<file path="src/hw/rtl/bole_pkg.sv">
`timescale 1ns / 1ps
// Shared constants, operation codes and types of the bounded ordered list engine.
// Used by bole_cell, bole_ctrl and bounded_ordered_list_engine; depends on nothing.
package bole_pkg;

	localparam int DEPTH  = 64;
	localparam int IDX_W  = $clog2(DEPTH);
	localparam int CNT_W  = $clog2(DEPTH + 1);
	localparam int DATA_W = 32;
	localparam int KIND_W = 3;
	localparam int POS_W  = 7;
	localparam int STAT_W = 2;
	localparam int OUT_W  = 7;
	localparam int CMP_W  = ((POS_W > CNT_W) ? POS_W : CNT_W) + 1;

	localparam int S_TDATA_W = 48;
	localparam int M_TDATA_W = 24;

	// Operation kinds carried by an input item.
	localparam logic [KIND_W-1:0] K_INS_FRONT = 3'd0;
	localparam logic [KIND_W-1:0] K_INS_END   = 3'd1;
	localparam logic [KIND_W-1:0] K_INS_POS   = 3'd2;
	localparam logic [KIND_W-1:0] K_DEL_POS   = 3'd3;
	localparam logic [KIND_W-1:0] K_DEL_VAL   = 3'd4;
	localparam logic [KIND_W-1:0] K_SEARCH    = 3'd5;
	localparam logic [KIND_W-1:0] K_CLEAR     = 3'd6;

	// Result status codes.
	localparam logic [STAT_W-1:0] ST_DONE   = 2'd0;
	localparam logic [STAT_W-1:0] ST_BADPOS = 2'd1;
	localparam logic [STAT_W-1:0] ST_FULL   = 2'd2;

	// Commands broadcast to every cell of the chain.
	localparam logic [1:0] CMD_HOLD = 2'd0;
	localparam logic [1:0] CMD_INS  = 2'd1;
	localparam logic [1:0] CMD_DEL  = 2'd2;
	localparam logic [1:0] CMD_ROT  = 2'd3;

	typedef struct packed {
		logic [1:0]        op;
		logic [IDX_W-1:0]  idx;
		logic              keep;
		logic [DATA_W-1:0] data;
	} cmd_t;

	typedef struct packed {
		logic [OUT_W-1:0]  count;
		logic [OUT_W-1:0]  removed;
		logic              found;
		logic [STAT_W-1:0] status;
	} res_t;

endpackage

</file>
<file path="src/hw/rtl/bole_ctrl.sv">
`timescale 1ns / 1ps
// Sequencer of the list engine: decodes operations, keeps the count, drives the
// cell chain and holds the result register. Depends on bole_pkg.
module bole_ctrl (
	input  logic                              clk,
	input  logic                              arst_n,
	input  logic                              s_tvalid,
	output logic                              s_tready,
	input  logic [bole_pkg::S_TDATA_W-1:0]    s_tdata,
	output logic                              m_tvalid,
	input  logic                              m_tready,
	output logic [bole_pkg::M_TDATA_W-1:0]    m_tdata,
	input  logic [bole_pkg::DATA_W-1:0]       head,
	output bole_pkg::cmd_t                    cmd
);
	import bole_pkg::*;

	localparam logic [1:0] ST_IDLE = 2'd0;
	localparam logic [1:0] ST_SCAN = 2'd1;
	localparam logic [1:0] ST_FIN  = 2'd2;

	logic [1:0]        state_q;
	logic [CNT_W-1:0]  count_q;
	logic [CNT_W-1:0]  steps_q;
	logic [CNT_W-1:0]  removed_q;
	logic              found_q;
	logic              search_q;
	logic [DATA_W-1:0] v_q;
	res_t              res_q;
	logic              out_valid_q;

	logic              out_free;
	logic              fire;
	logic [KIND_W-1:0] kind;
	logic [DATA_W-1:0] val;
	logic [POS_W-1:0]  pos;
	logic [CMP_W-1:0]  cnt_w;
	logic [CMP_W-1:0]  pos_w;
	logic              full;
	logic              imm_load;
	logic              start_scan;
	logic [STAT_W-1:0] st;
	logic              fnd;
	logic [CNT_W-1:0]  rem;
	logic [CNT_W-1:0]  cnt_nx;
	logic              fin_load;
	logic              drop;

	assign out_free = !out_valid_q || m_tready;
	assign s_tready = (state_q == ST_IDLE) && out_free;
	assign fire     = s_tvalid && s_tready;

	assign kind  = s_tdata[KIND_W-1:0];
	assign val   = s_tdata[KIND_W +: DATA_W];
	assign pos   = s_tdata[KIND_W + DATA_W +: POS_W];
	assign cnt_w = CMP_W'(count_q);
	assign pos_w = CMP_W'(pos);
	assign full  = (count_q >= CNT_W'(DEPTH));

	assign fin_load = (state_q == ST_FIN) && out_free;
	assign drop     = (state_q == ST_SCAN) && !cmd.keep;

	always_comb begin
		cmd        = '{op: CMD_HOLD, idx: '0, keep: 1'b0, data: val};
		imm_load   = 1'b0;
		start_scan = 1'b0;
		st         = ST_DONE;
		fnd        = 1'b0;
		rem        = '0;
		cnt_nx     = count_q;
		if (state_q == ST_SCAN) begin
			// The head leaves the chain and rejoins at the tail unless it matches
			// the value being deleted.
			cmd.op   = CMD_ROT;
			cmd.idx  = IDX_W'(count_q - CNT_W'(1));
			cmd.data = head;
			cmd.keep = search_q || (head != v_q);
		end else if (fire) begin
			imm_load = 1'b1;
			case (kind)
				K_INS_FRONT, K_INS_END: begin
					if (full) begin
						st = ST_FULL;
					end else begin
						cmd.op  = CMD_INS;
						cmd.idx = (kind == K_INS_FRONT) ? '0 : IDX_W'(count_q);
						cnt_nx  = count_q + CNT_W'(1);
					end
				end
				K_INS_POS: begin
					if (pos == '0 || pos_w > cnt_w + CMP_W'(1)) begin
						st = ST_BADPOS;
					end else if (full) begin
						st = ST_FULL;
					end else begin
						cmd.op  = CMD_INS;
						cmd.idx = IDX_W'(pos - POS_W'(1));
						cnt_nx  = count_q + CNT_W'(1);
					end
				end
				K_DEL_POS: begin
					if (count_q == '0 || pos == '0 || pos_w > cnt_w) begin
						st = ST_BADPOS;
					end else begin
						cmd.op  = CMD_DEL;
						cmd.idx = IDX_W'(pos - POS_W'(1));
						rem     = CNT_W'(1);
						cnt_nx  = count_q - CNT_W'(1);
					end
				end
				K_DEL_VAL, K_SEARCH: begin
					if (count_q != '0) begin
						imm_load   = 1'b0;
						start_scan = 1'b1;
					end
				end
				K_CLEAR: begin
					rem    = count_q;
					cnt_nx = '0;
				end
				default: begin
					st = ST_DONE;
				end
			endcase
		end
	end

	always_ff @(posedge clk or negedge arst_n) begin
		if (!arst_n) begin
			state_q     <= ST_IDLE;
			count_q     <= '0;
			steps_q     <= '0;
			removed_q   <= '0;
			found_q     <= 1'b0;
			search_q    <= 1'b0;
			out_valid_q <= 1'b0;
		end else begin
			case (state_q)
				ST_IDLE: begin
					count_q <= cnt_nx;
					if (start_scan) begin
						state_q   <= ST_SCAN;
						steps_q   <= count_q;
						removed_q <= '0;
						found_q   <= 1'b0;
						search_q  <= (kind == K_SEARCH);
					end
				end
				ST_SCAN: begin
					if (drop) begin
						count_q   <= count_q - CNT_W'(1);
						removed_q <= removed_q + CNT_W'(1);
					end
					if (search_q && head == v_q) begin
						found_q <= 1'b1;
					end
					steps_q <= steps_q - CNT_W'(1);
					if (steps_q == CNT_W'(1)) begin
						state_q <= ST_FIN;
					end
				end
				ST_FIN: begin
					if (out_free) begin
						state_q <= ST_IDLE;
					end
				end
				default: begin
					state_q <= ST_IDLE;
				end
			endcase
			if (imm_load || fin_load) begin
				out_valid_q <= 1'b1;
			end else if (m_tready) begin
				out_valid_q <= 1'b0;
			end
		end
	end

	always_ff @(posedge clk) begin
		if (start_scan) begin
			v_q <= val;
		end
		if (imm_load) begin
			res_q <= '{count: OUT_W'(cnt_nx), removed: OUT_W'(rem), found: fnd, status: st};
		end else if (fin_load) begin
			res_q <= '{count: OUT_W'(count_q), removed: OUT_W'(removed_q),
				found: found_q, status: ST_DONE};
		end
	end

	assign m_tvalid = out_valid_q;
	assign m_tdata  = M_TDATA_W'(res_q);

	a_count_bounded: assert property (@(posedge clk) disable iff (!arst_n)
		count_q <= CNT_W'(DEPTH))
		else $error("list count exceeds the list depth");

	a_scan_steps: assert property (@(posedge clk) disable iff (!arst_n)
		state_q == ST_SCAN |-> steps_q != '0 && steps_q <= count_q + removed_q)
		else $error("scan step counter out of range");

	a_clear_empties: assert property (@(posedge clk) disable iff (!arst_n)
		(fire && kind == K_CLEAR) |=> count_q == '0 && res_q.removed == OUT_W'($past(count_q)))
		else $error("clear did not empty the list");

	a_search_keeps: assert property (@(posedge clk) disable iff (!arst_n)
		(state_q == ST_SCAN && search_q) |=> count_q == $past(count_q))
		else $error("search changed the list count");

endmodule

</file>
<file path="config.mk">
export PLATFORM = sky130hd
export DESIGN_NAME = bole_ctrl
export DESIGN_NICKNAME = d
export VERILOG_FILES = /design/src/hw/rtl/bole_pkg.sv /design/src/hw/rtl/bole_ctrl.sv
export SDC_FILE = /design/constraint.sdc
export NUM_CORES = 1
export LEC_CHECK = 0
export ABC_AREA = 1
export BUFFER_PORTS_ARGS = -buffer_cell sky130_fd_sc_hd__buf_2
export CAP_MARGIN = 40
export CORE_MARGIN = 2
export CORE_UTILIZATION = 40
export DETAILED_ROUTE_END_ITERATION = 16
export PLACE_DENSITY = 0.68
export SETUP_SLACK_MARGIN = 0.4
export SLEW_MARGIN = 20
export SYNTH_ARGS = -nofsm -noshare
export SYNTH_HDL_FRONTEND = slang
export SYNTH_SLANG_ARGS = --single-unit
</file>
<file path="constraint.sdc">
create_clock -name clk -period 3.46 [get_ports clk]
set_input_delay 0.173 -clock clk [delete_from_list [all_inputs] [get_ports clk]]
set_output_delay 0.173 -clock clk [all_outputs]
set_load 0.01 [all_outputs]
</file>
==> out/qor.yml <==
status: "complete, no violations"
regToRegSetupSlack_ns: 0.57
die_area_um2: 14100
power_frac_seq: 0.248
final_max_slew_viol_count: 0
fin_crit_ns: 3.15
synth-seq-cells: 75
clock-root-buffer: "clkbuf_16"
track_usage: 0.200
end_kind: "primary output"
finalCritPeriodShare: 0.911
synth.top_cell.area_share: 0.273
yosysSeqAreaShare: 0.400
worstPathArrival_ns: 2.98
first_global_vias: 4648
dp_hpwl_um: 10300
fp.coreArea_um2: 12700
crit_chain: "clkinvlp_4 > buf_4 > ha_1 > inv_2 > ha_1 > inv_1 > o21bai_1 > nand2_1 > nand2_1 > nand2_1 > nand2_1 > nand2_2 > nand3_4 > o21ai_4 > a22oi_1 > o21ai_1 > buf_2"
hp-class: "input pin to flip-flop"
rsz0062_at_grt: "true"
yosys_warnings: 0
wl_um: 14000
ys_types: 44
instances_no_fill: 1002
layout_common_cells: "215 x nand2_1, 137 x buf_2, 66 x inv_1"
min_path_cells: 1
place_inst: 968
std_cell_rows: 41
grt-ovfl-total: 0
skew_ns: 0.00708
mostFrequentLayoutCell: "nand2_1"
antenna-diode-count: 0
via_per_inst: 4.91
vdd_drop_max_uv: 358
ant_nets: 0
whs_endpoint: "v_q[8]$_DFFE_PP_"
clock_path_buffers: 2
start_util: 0.415
drt_iter0_markers: 338
timing.rr.start: "count_q[0]$_DFFE_PN0P_"
path_class: "flip-flop to primary output"
utilization: 0.525
via_count: 4916
rr_endpoint: "count_q[3]$_DFFE_PN0P_"
syn_avg_cell_area_um2: 7.91
power.density_nw_per_um2: 848
hold-worst-slack_ns: 0.0310
crit_path_max_incr_delay_ns: 0.48
cts.htree.levels: 3
fin_total_pwr_uw: 5670
antenna_found_initial: 0
rr_worst_depth: 20
p_leak_uw: 0.00316
p_switching_uw: 2560
max_freq_mhz: 317
fin_tns_setup_ns: 0
post_route_cells_drive_above_1_share: 0.281
synth_edf_count: 48
startpoint_type: "flip-flop"
worstPathMaxFanout: 6
async_flop_share: 0.347
swShare: 0.452
ios: 151
cap_viol_max_count: 0
cts.sinks: 75
p_int_uw: 3100
grt_max_degree: 62
wire_per_inst_um: 14.0
power_frac_clock: 0.186
insertion_delay_ns: 0.34
nNetsFinal: 931
synthesis.instances: 667
numCtsBuffers: 9
drc: 0
netlist_top_cells_area: "edfxtp_1 27%, nand2_1 15%, dfrtp_1 12%"
p_comb_frac: 0.565
firstDrtPassIters: 5
fill_cells: 1243
syn2layout_area_growth_pct: 26.7
cp_slowest_cell: "dfrtp_2"
die_h_um: 119
clk_transition_reported_paths_ns: 0.06
path_common_cell: "nand2_1"
worstMarginPinSlew_ns: 0.796
slew_headroom: 0.465
die_w_um: 119
io_buffers: 137
crit_required_ns: 3.29
grt_pass1_wl_um: 22600
gp_congestion: 0.910
finalHoldViolations: 0
setup_viol_count_final: 0
syn_area_um2: 5280
synthFlopType: "edfxtp_1"
synth.largest_area_cell: "edfxtp_1"
cts_tree: "yes"
hp-start: "s_tdata[11]"
[routing by layer]
| metal | part of all wire | global-route usage | vias up |
|---|---|---|---|
| li1 | - | - | 2495 |
| met1 | 0.44 | 0.265 | 2203 |
| met2 | 0.47 | 0.327 | 196 |
| met3 | 0.065 | 0.0402 | 22 |
| met4 | 0.022 | 0.0685 | 0 |
| met5 | 0 | 0 | - |
[synth_stat cells, types with 3 or more instances]
master / instances
nor4_1: 3
nand2_1: 215
buf_4: 9
a21oi_2: 3
nor3_2: 3
nand3_1: 24
xnor2_1: 16
buf_2: 3
a22oi_1: 6
nor3_1: 13
xor2_1: 28
o31ai_2: 4
o32ai_1: 6
nand2_2: 8
nor2_4: 3
clkbuf_1: 10
nor2_1: 31
inv_2: 4
o21ai_0: 42
inv_1: 69
nand3b_1: 3
o21ai_1: 10
ha_1: 22
nand4_1: 12
edfxtp_1: 48
dfrtp_1: 26
a21oi_1: 20
[what timing repair did]
item	4_1_cts	5_1_grt
hold buffers	1	0
hold endpoints to repair	26	0
pin swaps	9	7
endpoints found under the setup margin	13	12
setup buffers	10	7
resized for setup	8	8
[power groups by stage]
stage               registers (µW)  clock network (µW)  logic [µW]
global route                  1430                1120        3580
finish                        1410                1060        3200
CTS                           1410                1080        3080
floorplan                     1430                   0        2000
global placement              1420                   0        2910
detailed placement            1420                   0        2950
[metrics by stage]
step | area, µm² | setup WS [ns]
floorplan | 5300 | 0.863
global placement | 6140 | 0.403
detailed placement | 6140 | 0.334
CTS | 6590 | 0.266
global route | 6680 | 0.116
finish | 6680 | 0.309
[worst max-delay path: cells and delay by family (launching register included)]
kind | cells | cell delay [ns]
and+or+nand+nor | 6 | 0.43
AOI/OAI and AO/OA | 4 | 0.57
DFF | 1 | 0.48
adders and majority gates | 2 | 0.54
buffers and inverters | 5 | 0.62
[registers in the layout, summed over array words and instances, names as in the netlist]
register / cells
m_tdata: 17
search_q: 1
state_q: 2
steps_q: 7
removed_q: 7
found_q: 1
v_q: 32
count_q: 7
m_tvalid: 1
[cells by family (layout without fill, tap and decap cells)]
logic type | after synthesis | count (layout) | share of synthesized area
AOI/OAI and AO/OA | 97 | 97 | 0.111
xor gates and xnor gates | 44 | 44 | 0.0731
buffers and inverters | 102 | 259 | 0.0854
adders and majority gates | 22 | 22 | 0.0522
other | 1 | 7 | 0.000711
DFF | 75 | 75 | 0.400
and+or+nand+nor | 326 | 326 | 0.277
[final cells by class]
type                    count  area (µm²)  share of cell area
clock buffers               9         225              0.0337
well taps                 172         215              0.0322
clock inverters             7         116              0.0174
multi-input cells         496        2800               0.419
inverters                  75         290              0.0434
flip-flops and latches     75        2110               0.316
repair buffers            168         921               0.138
[worst max-delay path by stage]
| stage | start | endpoint | slack (ns) | depth (start not counted) |
|---|---|---|---|---|
| after global placement | count_q[0]$_DFFE_PN0P_ | cmd[33] | 0.40 | 16 |
| final | count_q[0]$_DFFE_PN0P_ | cmd[33] | 0.31 | 17 |
| after floorplan | count_q[0]$_DFFE_PN0P_ | cmd[35] | 0.86 | 15 |
| after CTS | count_q[0]$_DFFE_PN0P_ | cmd[33] | 0.27 | 18 |
| after global routing | count_q[0]$_DFFE_PN0P_ | cmd[33] | 0.12 | 18 |
| after detailed placement | count_q[0]$_DFFE_PN0P_ | cmd[33] | 0.33 | 16 |
(Power assumes the default switching activity.)
