### src/hw/rtl/bole_pkg.sv
`timescale 1ns / 1ps
// Shared constants, operation codes and types of the bounded ordered list engine.
// Used by bole_cell, bole_ctrl and bounded_ordered_list_engine; depends on nothing.
package bole_pkg;

	localparam int DEPTH  = 64;
	localparam int IDX_W  = $clog2(DEPTH);
	localparam int CNT_W  = $clog2(DEPTH + 1);
	localparam int DATA_W = 32;
	localparam int KIND_W = 3;
	localparam int POS_W  = 7;
	localparam int STAT_W = 2;
	localparam int OUT_W  = 7;
	localparam int CMP_W  = ((POS_W > CNT_W) ? POS_W : CNT_W) + 1;

	localparam int S_TDATA_W = 48;
	localparam int M_TDATA_W = 24;

	// Operation kinds carried by an input item.
	localparam logic [KIND_W-1:0] K_INS_FRONT = 3'd0;
	localparam logic [KIND_W-1:0] K_INS_END   = 3'd1;
	localparam logic [KIND_W-1:0] K_INS_POS   = 3'd2;
	localparam logic [KIND_W-1:0] K_DEL_POS   = 3'd3;
	localparam logic [KIND_W-1:0] K_DEL_VAL   = 3'd4;
	localparam logic [KIND_W-1:0] K_SEARCH    = 3'd5;
	localparam logic [KIND_W-1:0] K_CLEAR     = 3'd6;

	// Result status codes.
	localparam logic [STAT_W-1:0] ST_DONE   = 2'd0;
	localparam logic [STAT_W-1:0] ST_BADPOS = 2'd1;
	localparam logic [STAT_W-1:0] ST_FULL   = 2'd2;

	// Commands broadcast to every cell of the chain.
	localparam logic [1:0] CMD_HOLD = 2'd0;
	localparam logic [1:0] CMD_INS  = 2'd1;
	localparam logic [1:0] CMD_DEL  = 2'd2;
	localparam logic [1:0] CMD_ROT  = 2'd3;

	typedef struct packed {
		logic [1:0]        op;
		logic [IDX_W-1:0]  idx;
		logic              keep;
		logic [DATA_W-1:0] data;
	} cmd_t;

	typedef struct packed {
		logic [OUT_W-1:0]  count;
		logic [OUT_W-1:0]  removed;
		logic              found;
		logic [STAT_W-1:0] status;
	} res_t;

endpackage

### src/hw/rtl/bole_cell.sv
`timescale 1ns / 1ps
// One list cell: holds a single entry and trades it with its neighbors.
// Depends on bole_pkg for the command struct and widths.
module bole_cell (
	input  logic                           clk,
	input  bole_pkg::cmd_t                 cmd,
	input  logic [bole_pkg::IDX_W-1:0]     my_idx,
	input  logic [bole_pkg::DATA_W-1:0]    left,
	input  logic [bole_pkg::DATA_W-1:0]    right,
	output logic [bole_pkg::DATA_W-1:0]    q
);
	import bole_pkg::*;

	logic [DATA_W-1:0] val_q;

	assign q = val_q;

	// Insert opens a gap by shifting up, delete closes one by shifting down, and a
	// rotate step moves the list toward the head while the old head, if kept, rejoins at the tail.
	always_ff @(posedge clk) begin
		case (cmd.op)
			CMD_INS: begin
				if (my_idx == cmd.idx) begin
					val_q <= cmd.data;
				end else if (my_idx > cmd.idx) begin
					val_q <= left;
				end
			end
			CMD_DEL: begin
				if (my_idx >= cmd.idx) begin
					val_q <= right;
				end
			end
			CMD_ROT: begin
				if (my_idx < cmd.idx) begin
					val_q <= right;
				end else if (my_idx == cmd.idx && cmd.keep) begin
					val_q <= cmd.data;
				end
			end
			default: begin
				val_q <= val_q;
			end
		endcase
	end

endmodule

### config.mk
export PLATFORM = sky130hd
export DESIGN_NAME = bole_cell
export DESIGN_NICKNAME = d
export VERILOG_FILES = /design/src/hw/rtl/bole_pkg.sv /design/src/hw/rtl/bole_cell.sv
export SDC_FILE = /design/constraint.sdc
export NUM_CORES = 1
export LEC_CHECK = 0
export BUFFER_PORTS_ARGS = -buffer_cell sky130_fd_sc_hd__buf_2
export CORE_MARGIN = 10
export CORE_UTILIZATION = 48
export CTS_BUF_LIST = sky130_fd_sc_hd__clkbuf_4 sky130_fd_sc_hd__clkbuf_8
export CTS_CLUSTER_SIZE = 20
export DETAILED_ROUTE_END_ITERATION = 10
export PLACE_DENSITY = 0.88
export SLEW_MARGIN = 20
export SYNTH_ARGS = -nofsm -noshare
export SYNTH_HDL_FRONTEND = slang
export SYNTH_SLANG_ARGS = --single-unit
export TNS_END_PERCENT = 20
### constraint.sdc
create_clock -name clk -period 6.76 [get_ports clk]
set_input_delay 0.338 -clock clk [delete_from_list [all_inputs] [get_ports clk]]
set_output_delay 0.338 -clock clk [all_outputs]
set_load 0.02 [all_outputs]
==> flow_summary.yaml, run 1 <==
placed_design:
  gp_congestion: 0.836
  dp_hpwl_um: 6080
  place_inst: 439
  placed_cell_area_um2: 3000
  io_buffers: 143
sta:
  rsz0062_at_grt: "false"
  tightestPinTransition_ps: 867
  hold_viol_final: 0
  fin_tns_setup_ps: 0
  slew_headroom: 0.422
  finalSetupViolations: 0
  fin_crit_sh: 0.421
  whs_ps: 432
  post-route-min-period_ps: 2840
  max_freq_mhz: 352
  slew_violations: 0
critical_path:
  crit_type: "input port to flop"
  worstPathMaxFanout: 38
  cp-end-kind: "flop"
  crit_path_start_kind: "input port"
  cp.arrival_ps: 2750
  crit_slowest_cell: "o211a_2"
  crit_family: "simple AND/OR/NAND/NOR gates"
  required_ps: 6670
  max_stage_delay_ps: 750
  crit_chain: "buf_2 > inv_1 > ha_1 > and4_1 > buf_4 > nand2_2 > nand4_1 > o211a_2"
  worst-path-stages: 8
  worstSetupEndpoint: "q[9]"
  cp-startpoint: "cmd[38]"
  cp_num_buf_inv: 3
synthesis:
  seq_area_frac_synth: 0.413
  synth_edf_count: 32
  netlist_top_cells_count: "nand3_1, edfxtp_1"
  ys_top_cells_by_area: "edfxtp_1, a211oi_1, a31oi_1"
  synth_seq_cells: 32
  ys.flop_type: "edfxtp_1"
  synth_nets: 375
  async_reset_ff_frac: 0
  synth_area_um2: 2330
  syn_avg_cell_area_um2: 9.06
  ys_warn_count: 0
  synth.most_common_cell: "nand3_1"
  synthCells: 257
  synth_top_area_frac: 0.413
  netlist-cell-type-count: 33
  yosys.area.top_type: "edfxtp_1"
floorplan:
  rows: 25
  design.core.area_um2: 4720
  initial_core_util: 0.493
  die_y_um: 89.6
  io_pins: 144
  design.die.area_um2: 8030
  die_x_um: 89.6
cells_and_area:
  insertedDiodeCount: 0
  syn2layout_area_growth_pct: 34.2
  drive_above_1_share: 0.421
  instances_no_fill: 447
  nets: 497
  final_area_um2: 3120
  largest_reg_flops: 32
outcome:
  status: "finished, final reports clean"
drt:
  wirelength_um: 8260
  drt-pass1-iter-count: 6
  via_count: 2656
  drc: 0
  drtAntennaViolNets: 0
  first_iter_violations: 240
  vias_per_cell: 5.94
  wl_per_cell_um: 18.5
power_and_ir_drop:
  power_density_nw_per_um2: 212
  power.leakage_nw: 1.47
  peakVddDrop_mv: 0.100
clock_network:
  clockBufferDepth: 2
  cts_htree_levels: 2
  cts_resized: 0
  numCtsBuffers: 5
  cts_root_buf: "clkbuf_8"
  clk_pin_slew_ps: 70
  cts_sinks: 32
  postCtsSetupBuffers: 0
  cts_tree: "yes"
  hold_buffers: 0
global_routing:
  grt_util_all_layers: 0.200
  grt_pass1_wl_um: 12800
  grt_max_degree: 70
  grt_pass1_vias: 2710
  grt_overflow_total: 0
  antenna_found_initial: 0
hold_path:
  hold_path_class: "input port to flop"
job:
  cap_viol_max_count: 0
[cell families (layout without fill, tap and decap cells)]
| group | Yosys count | after routing | synth area share |
|---|---|---|---|
| adder cells (fa/ha/maj) | 6 | 6 | 0.0323 |
| AND/OR/NAND/NOR | 74 | 74 | 0.182 |
| AO/OA/AOI/OAI | 107 | 107 | 0.298 |
| flip-flops | 32 | 32 | 0.413 |
| buffers and inverters | 38 | 161 | 0.0742 |
[through the flow]
step | setup slack [ps] | utilization | total power [W]
2_1_floorplan | 4200 | - | 0.000398
3_3_place_gp | 3510 | 0.636 | 0.000477
3_5_place_dp | 3680 | 0.636 | 0.000482
4_1_cts | 3980 | 0.659 | 0.000667
5_1_grt | 3760 | 0.661 | 0.000695
6_report | 3920 | 0.661 | 0.000663
[layer usage]
layer | global-route usage | wire length [um] | vias to the layer above | part of all wire
li1 | - | - | 1268 | -
met1 | 0.234 | 3080 | 1213 | 0.37
met2 | 0.344 | 4100 | 165 | 0.50
met3 | 0.0578 | 971 | 10 | 0.12
met4 | 0.0636 | 113 | 0 | 0.014
met5 | 0 | 0 | - | 0
[worst min-delay path: stages]
cell and delay (ps):
buf_2 80, a211oi_1 50, a31oi_1 120
[cell type report]
class,instances,area [um2]
fill,407,1600
clock inverter,2,35.0
multi-input combinational,187,1200
timing repair buffer,146,741
clock buffer,6,76.3
inverter,7,26.3
tap,67,83.8
sequential,32,961
[how the worst min path moves through the flow]
| stage | slack (ps) | to | startpoint | depth (start not counted) |
|---|---|---|---|---|
| 3_3_place_gp | 710 | q[5] | left[5] | 3 |
| 3_5_place_dp | 720 | q[9] | left[9] | 3 |
| 2_1_floorplan | 610 | q[15] | left[15] | 2 |
| 5_1_grt | 440 | q[20] | left[20] | 3 |
| 4_1_cts | 430 | q[9] | left[9] | 3 |
| 6_report | 430 | q[9] | left[9] | 3 |
[cells in the final DEF (no fill, tap or decap), types with 2 or more instances in the layout]
master	n
buf_4	4
edfxtp_1	32
a211oi_1	31
a31oi_1	31
a21oi_1	4
o21ai_0	31
ha_1	6
buf_2	142
nand3_1	33
inv_1	7
and3_1	31
clkbuf_8	5
o211a_2	2
[report_power, final]
group | total (W) | internal (W) | switching (W)
clock | 0.000184 | 0.000113 | 0.0000709
combinational | 0.000206 | 0.0000744 | 0.000131
sequential | 0.000273 | 0.000264 | 0.00000961
No activity file was read; power rests on OpenSTA's default activity.
==> inputs of run 2 (changes only) <==
--- a/config.mk
+++ b/config.mk
@@ -5,13 +5,14 @@
 export SDC_FILE = /design/constraint.sdc
 export NUM_CORES = 1
 export LEC_CHECK = 0
+export ABC_AREA = 1
 export BUFFER_PORTS_ARGS = -buffer_cell sky130_fd_sc_hd__buf_2
 export CORE_MARGIN = 10
-export CORE_UTILIZATION = 48
+export CORE_UTILIZATION = 45
 export CTS_BUF_LIST = sky130_fd_sc_hd__clkbuf_4 sky130_fd_sc_hd__clkbuf_8
 export CTS_CLUSTER_SIZE = 20
 export DETAILED_ROUTE_END_ITERATION = 10
-export PLACE_DENSITY = 0.88
+export PLACE_DENSITY = 0.8
 export SLEW_MARGIN = 20
 export SYNTH_ARGS = -nofsm -noshare
 export SYNTH_HDL_FRONTEND = slang
==> constraint.sdc (replaced) <==
create_clock -name clk -period 2.5 [get_ports clk]
set_input_delay 0.125 -clock clk [delete_from_list [all_inputs] [get_ports clk]]
set_output_delay 0.125 -clock clk [all_outputs]
set_load 0.02 [all_outputs]
==> run 2 against run 1 <==
  * Sequential cell count stayed put
  * Hold slack worse by 230 ps
  * Sequential share of layout area is 7.0 points lower
  * Synthesized cell count is 100% higher
  * Die area is 35% higher
  * Critical path depth is 3 higher
  * Highest routed layer unchanged
==> flow_summary.yaml, run 2 <==
synthesis:
  syn_avg_cell_area_um2: 6.11
  ys.flop_type: "edfxtp_1"
  synth.most_common_cell: "nand2_1"
  async_reset_ff_frac: 0
  netlist_top_cells_count: "nand2_1, inv_1, nand3_1, edfxtp_1, nand4_1"
  yosys.area.top_type: "edfxtp_1"
  synth_seq_cells: 32
  synth_top_area_frac: 0.302
  ys_warn_count: 0
  seq_area_frac_synth: 0.302
  ys_top_cells_by_area: "edfxtp_1, nand2_1, inv_1"
  synthCells: 520
  synth_area_um2: 3180
  synth_edf_count: 32
  synth_nets: 638
  netlist-cell-type-count: 19
clock_network:
  numCtsBuffers: 5
  clockBufferDepth: 2
  hold_buffers: 0
  postCtsSetupBuffers: 0
  cts_htree_levels: 2
  cts_tree: "yes"
  cts_resized: 0
  cts_sinks: 32
  cts_root_buf: "clkbuf_8"
  clk_pin_slew_ps: 70
global_routing:
  grt_pass1_vias: 3684
  antenna_found_initial: 0
  grt_util_all_layers: 0.184
  grt_overflow_total: 0
  grt_max_degree: 33
  grt_pass1_wl_um: 16900
cells_and_area:
  drive_above_1_share: 0.262
  largest_reg_flops: 32
  final_cell_mix: "nand2_1, buf_2, inv_1"
  nets: 770
  layout_commonest_cell: "nand2_1"
  insertedDiodeCount: 0
  syn2layout_area_growth_pct: 27.5
  final_area_um2: 4050
power_and_ir_drop:
  clkPwrFrac: 0.257
  p_sw_frac: 0.357
  p_seq_frac: 0.375
  power_w: 0.00199
  peakVddDrop_mv: 0.219
  internal-power_w: 0.00128
  power.leakage_nw: 2.54
  power_switching_w: 0.000713
  comb_power_share: 0.368
  power_density_nw_per_um2: 492
placed_design:
  placed_cell_area_um2: 3940
  io_buffers: 143
  gp_congestion: 0.828
  dp_hpwl_um: 7670
floorplan:
  initial_core_util: 0.465
  rows: 30
  die_y_um: 104
  io_pins: 144
  die_x_um: 104
  design.core.area_um2: 6830
  design.die.area_um2: 10800
drt:
  wl_per_cell_um: 13.7
  via_count: 3632
  wirelength_um: 10300
  drt-pass1-iter-count: 5
  drc: 0
  drtAntennaViolNets: 0
  first_iter_violations: 243
  vias_per_cell: 4.85
critical_path:
  cp_num_buf_inv: 3
  crit_type: "input port to flop"
  crit_slowest_cell: "ha_1"
  crit_path_start_kind: "input port"
  required_ps: 2550
  cp-end-kind: "flop"
  crit_chain: "buf_2 > inv_1 > ha_1 > nand2_2 > nor2_8 > nand2_4 > nand3_4 > buf_4 > nand2_1 > nand3_1 > nand2_1"
  worstPathMaxFanout: 19
  max_stage_delay_ps: 340
  crit_family: "simple AND/OR/NAND/NOR gates"
  cp.arrival_ps: 1770
  path_common_cell: "nand2_1"
job:
  cap_viol_max_count: 0
sta:
  post-route-min-period_ps: 1720
  slew_violations: 0
  slew_headroom: 0.644
  fin_crit_sh: 0.688
  max_freq_mhz: 582
  hold_viol_final: 0
  rsz0062_at_grt: "false"
  fin_tns_setup_ps: 0
  finalSetupViolations: 0
  tightestPinTransition_ps: 530
hold_path:
  hold_path_class: "input port to flop"
outcome:
  status: "finished, final reports clean"
-- run 2: cell types whose count changed in the layout (fill, tap and decap cells not counted), sizes merged, moves of 2 or more --
cell	delta
a211oi	-31
a21oi	-3
a31oi	-31
and3	-31
buf	+9
inv	+134
nand2	+174
nand3	+64
nand4	+31
nor2	+3
o211a	-2
o211ai	-2
o21ai	-31
-- run 2: power by group through the flow --
| stage | Sequential [W] | Clock (W) | Combinational, W |
|---|---|---|---|
| after floorplan | 0.000885 | 0 | 0.000334 |
| after CTS | 0.000749 | 0.000513 | 0.000740 |
| after global routing | 0.000757 | 0.000536 | 0.000814 |
| after global placement | 0.000759 | 0 | 0.000723 |
| after detailed placement | 0.000759 | 0 | 0.000737 |
| final | 0.000747 | 0.000513 | 0.000733 |
-- run 2: metal layers --
layer | global-route usage | vias up | routed length [um]
met3 | 0.0421 | 17 | 795
met1 | 0.211 | 1577 | 4290
met2 | 0.322 | 181 | 4970
li1 | - | 1857 | -
met5 | 0 | - | 0
met4 | 0.0706 | 0 | 238
-- run 2: worst min-delay path: cells and delay by family --
kind	cells	cell delay, ps
buf+inv	2	110
simple gates	3	150
-- run 2: cell type report --
class                           count  area [um2]
Timing Repair Buffer              155         818
Multi-Input combinational cell    316        1510
Clock inverter                      2        35.0
Tap cell                           96         120
Clock buffer                        6        76.3
Inverter                          142         533
Sequential cell                    32         961
Fill cell                         676        2780
-- run 2: cell families (layout without fill, tap and decap cells) --
group,after synthesis,after routing,share of synthesized area
AOI/OAI and AO/OA,2,2,0.00433
buffers and inverters,172,305,0.227
adders and majority gates,6,6,0.0236
and+or+nand+nor,308,308,0.443
DFF,32,32,0.302
-- run 2: per-stage QoR --
step	utilization	hold slack [ps]	setup WS [ps]	std cells
finish	0.593	202	780	749
global placement	0.576	490	531	741
floorplan	-	387	279	520
CTS	0.593	200	768	749
global route	0.593	218	648	749
detailed placement	0.576	496	467	741
-- run 2: final timing paths --
kind,startpoint,endpoint,slack (ps),depth (start not counted)
worst max-delay path,cmd[38],q[28],780,11
worst min-delay path,right[18],q[18],200,5
==> inputs of run 3 (changes only) <==
--- a/config.mk
+++ b/config.mk
@@ -8,11 +8,11 @@
 export ABC_AREA = 1
 export BUFFER_PORTS_ARGS = -buffer_cell sky130_fd_sc_hd__buf_2
 export CORE_MARGIN = 10
-export CORE_UTILIZATION = 45
+export CORE_UTILIZATION = 49
 export CTS_BUF_LIST = sky130_fd_sc_hd__clkbuf_4 sky130_fd_sc_hd__clkbuf_8
 export CTS_CLUSTER_SIZE = 20
 export DETAILED_ROUTE_END_ITERATION = 10
-export PLACE_DENSITY = 0.8
+export PLACE_DENSITY = 0.83
 export SLEW_MARGIN = 20
 export SYNTH_ARGS = -nofsm -noshare
 export SYNTH_HDL_FRONTEND = slang
==> constraint.sdc (replaced) <==
create_clock -name clk -period 1.7 [get_ports clk]
set_input_delay 0.085 -clock clk [delete_from_list [all_inputs] [get_ports clk]]
set_output_delay 0.085 -clock clk [all_outputs]
set_load 0.02 [all_outputs]
==> run 3 against run 2 <==
  * Clock power increased by 11%
  * Count of clock-buffer cells in the layout decreased by 1
  * Combinational power increased by 50%
  * Via count increased by 1.3%
  * Routed wire length increased by 1.2%
  * Sequential share of layout area about the same
  * Critical path depth unchanged
  * Cell count decreased by 1.9%
  * Core utilization increased by 4.7 points
  * Hold slack got worse by 35 ps
  * Critical endpoint is now q[19]
  * Largest cell class unchanged
==> flow_summary.yaml, run 3 (same netlist as run 2, synthesis figures left out) <==
outcome:
  status: "finished, final reports clean"
clock_network:
  clk_pin_slew_ps: 70
  numCtsBuffers: 5
  cts_resized: 0
  cts_htree_levels: 2
  cts_sinks: 32
  hold_buffers: 0
  postCtsSetupBuffers: 0
  clockBufferDepth: 2
  cts_root_buf: "clkbuf_8"
  cts_tree: "yes"
cells_and_area:
  final_cell_mix: "nand2_1, buf_2, inv_1"
  fin_util: 0.640
  drive_above_1_share: 0.269
  layout_commonest_cell: "nand2_1"
  largest_reg_flops: 32
  insertedDiodeCount: 0
  syn2layout_area_growth_pct: 27.2
  instances_no_fill: 735
  nets: 775
power_and_ir_drop:
  clkPwrFrac: 0.206
  power_density_nw_per_um2: 684
  power_switching_w: 0.00105
  internal-power_w: 0.00172
  peakVddDrop_mv: 0.457
  comb_power_share: 0.397
  p_seq_frac: 0.397
  power.leakage_nw: 2.55
  p_sw_frac: 0.379
drt:
  drt-pass1-iter-count: 4
  wirelength_um: 10400
  wl_per_cell_um: 14.2
  drtAntennaViolNets: 0
  via_count: 3680
  drc: 0
  first_iter_violations: 189
  vias_per_cell: 5.01
sta:
  fin_crit_sh: 0.855
  fin_tns_setup_ps: 0
  slew_violations: 0
  post-route-min-period_ps: 1450
  slew_headroom: 0.510
  tightestPinTransition_ps: 734
  hold_viol_final: 0
  finalSetupViolations: 0
  max_freq_mhz: 688
  rsz0062_at_grt: "false"
critical_path:
  worstPathMaxFanout: 32
  crit_path_start_kind: "input port"
  cp-end-kind: "flop"
  crit_type: "input port to flop"
  required_ps: 1670
  cp.arrival_ps: 1420
floorplan:
  design.core.area_um2: 6310
  design.die.area_um2: 10100
  initial_core_util: 0.503
  rows: 29
  die_x_um: 101
  io_pins: 144
  die_y_um: 101
global_routing:
  grt_overflow_total: 0
  antenna_found_initial: 0
  grt_util_all_layers: 0.199
  grt_max_degree: 33
  grt_pass1_wl_um: 17000
  grt_pass1_vias: 3777
placed_design:
  place_inst: 727
  io_buffers: 143
  gp_congestion: 0.839
  dp_hpwl_um: 7800
hold_path:
  hold_depth: 5
  min_from: "right[2]"
  min_to: "q[2]"
  hold_path_class: "input port to flop"
job:
  cap_viol_max_count: 0
run 3: cell types whose count changed in the layout (fill, tap and decap cells not counted), sizes merged:
cell    delta
bufinv     -1
buf        +5
clkbuf     -1
clkinv     +2
run 3: layout make-up:
class,instances,area [um2]
Multi-Input combinational cell,316,1530
Clock buffer,5,68.8
Timing Repair Buffer,160,843
Sequential cell,32,961
Clock inverter,3,13.8
Tap cell,77,96.3
Fill cell,592,2270
Inverter,142,533
run 3: routing by layer:
metal | up-vias | GRT usage | share of wire
li1 | 1864 | - | -
met3 | 24 | 0.0604 | 0.089
met5 | - | 0 | 0
met4 | 0 | 0.0793 | 0.024
met1 | 1628 | 0.224 | 0.40
met2 | 164 | 0.341 | 0.49
run 3: through the flow:
stage / area [um2] / setup slack (ps) / hold slack (ps) / power, W
floorplan: 3200 / 12.6 / 347 / 0.00180
detailed placement: 3960 / -48.3 / 455 / 0.00221
global route: 4040 / 126 / 167 / 0.00294
CTS: 4040 / 242 / 158 / 0.00278
global placement: 3960 / 11.8 / 447 / 0.00218
finish: 4040 / 246 / 167 / 0.00276
run 3: how the worst max path moves through the flow:
stage	cells past startpoint	endpoint	start	slack, ps
2_1_floorplan	10	q[0]	cmd[38]	10
3_3_place_gp	11	q[14]	cmd[36]	10
3_5_place_dp	11	q[23]	cmd[36]	-50
4_1_cts	11	q[19]	cmd[36]	240
5_1_grt	11	q[3]	cmd[36]	130
6_report	11	q[19]	cmd[36]	250
run 3: worst max-delay path, stage by stage:
cell     delay, ps
buf_2           80
inv_1           30
ha_1           290
nand2_1        130
nor2_8         160
nand2_4         50
inv_1           80
nand2_1         50
nand2_1         60
nand2_1        120
nand2_8        270
run 3: power groups by stage:
| stage | Clock [W] | Sequential [W] | Combinational, W |
|---|---|---|---|
| after detailed placement | 0 | 0.00111 | 0.00110 |
| after global placement | 0 | 0.00111 | 0.00106 |
| after global routing | 0.000614 | 0.00111 | 0.00122 |
| after floorplan | 0 | 0.00130 | 0.000503 |
| final | 0.000570 | 0.00110 | 0.00110 |
| after CTS | 0.000580 | 0.00110 | 0.00110 |
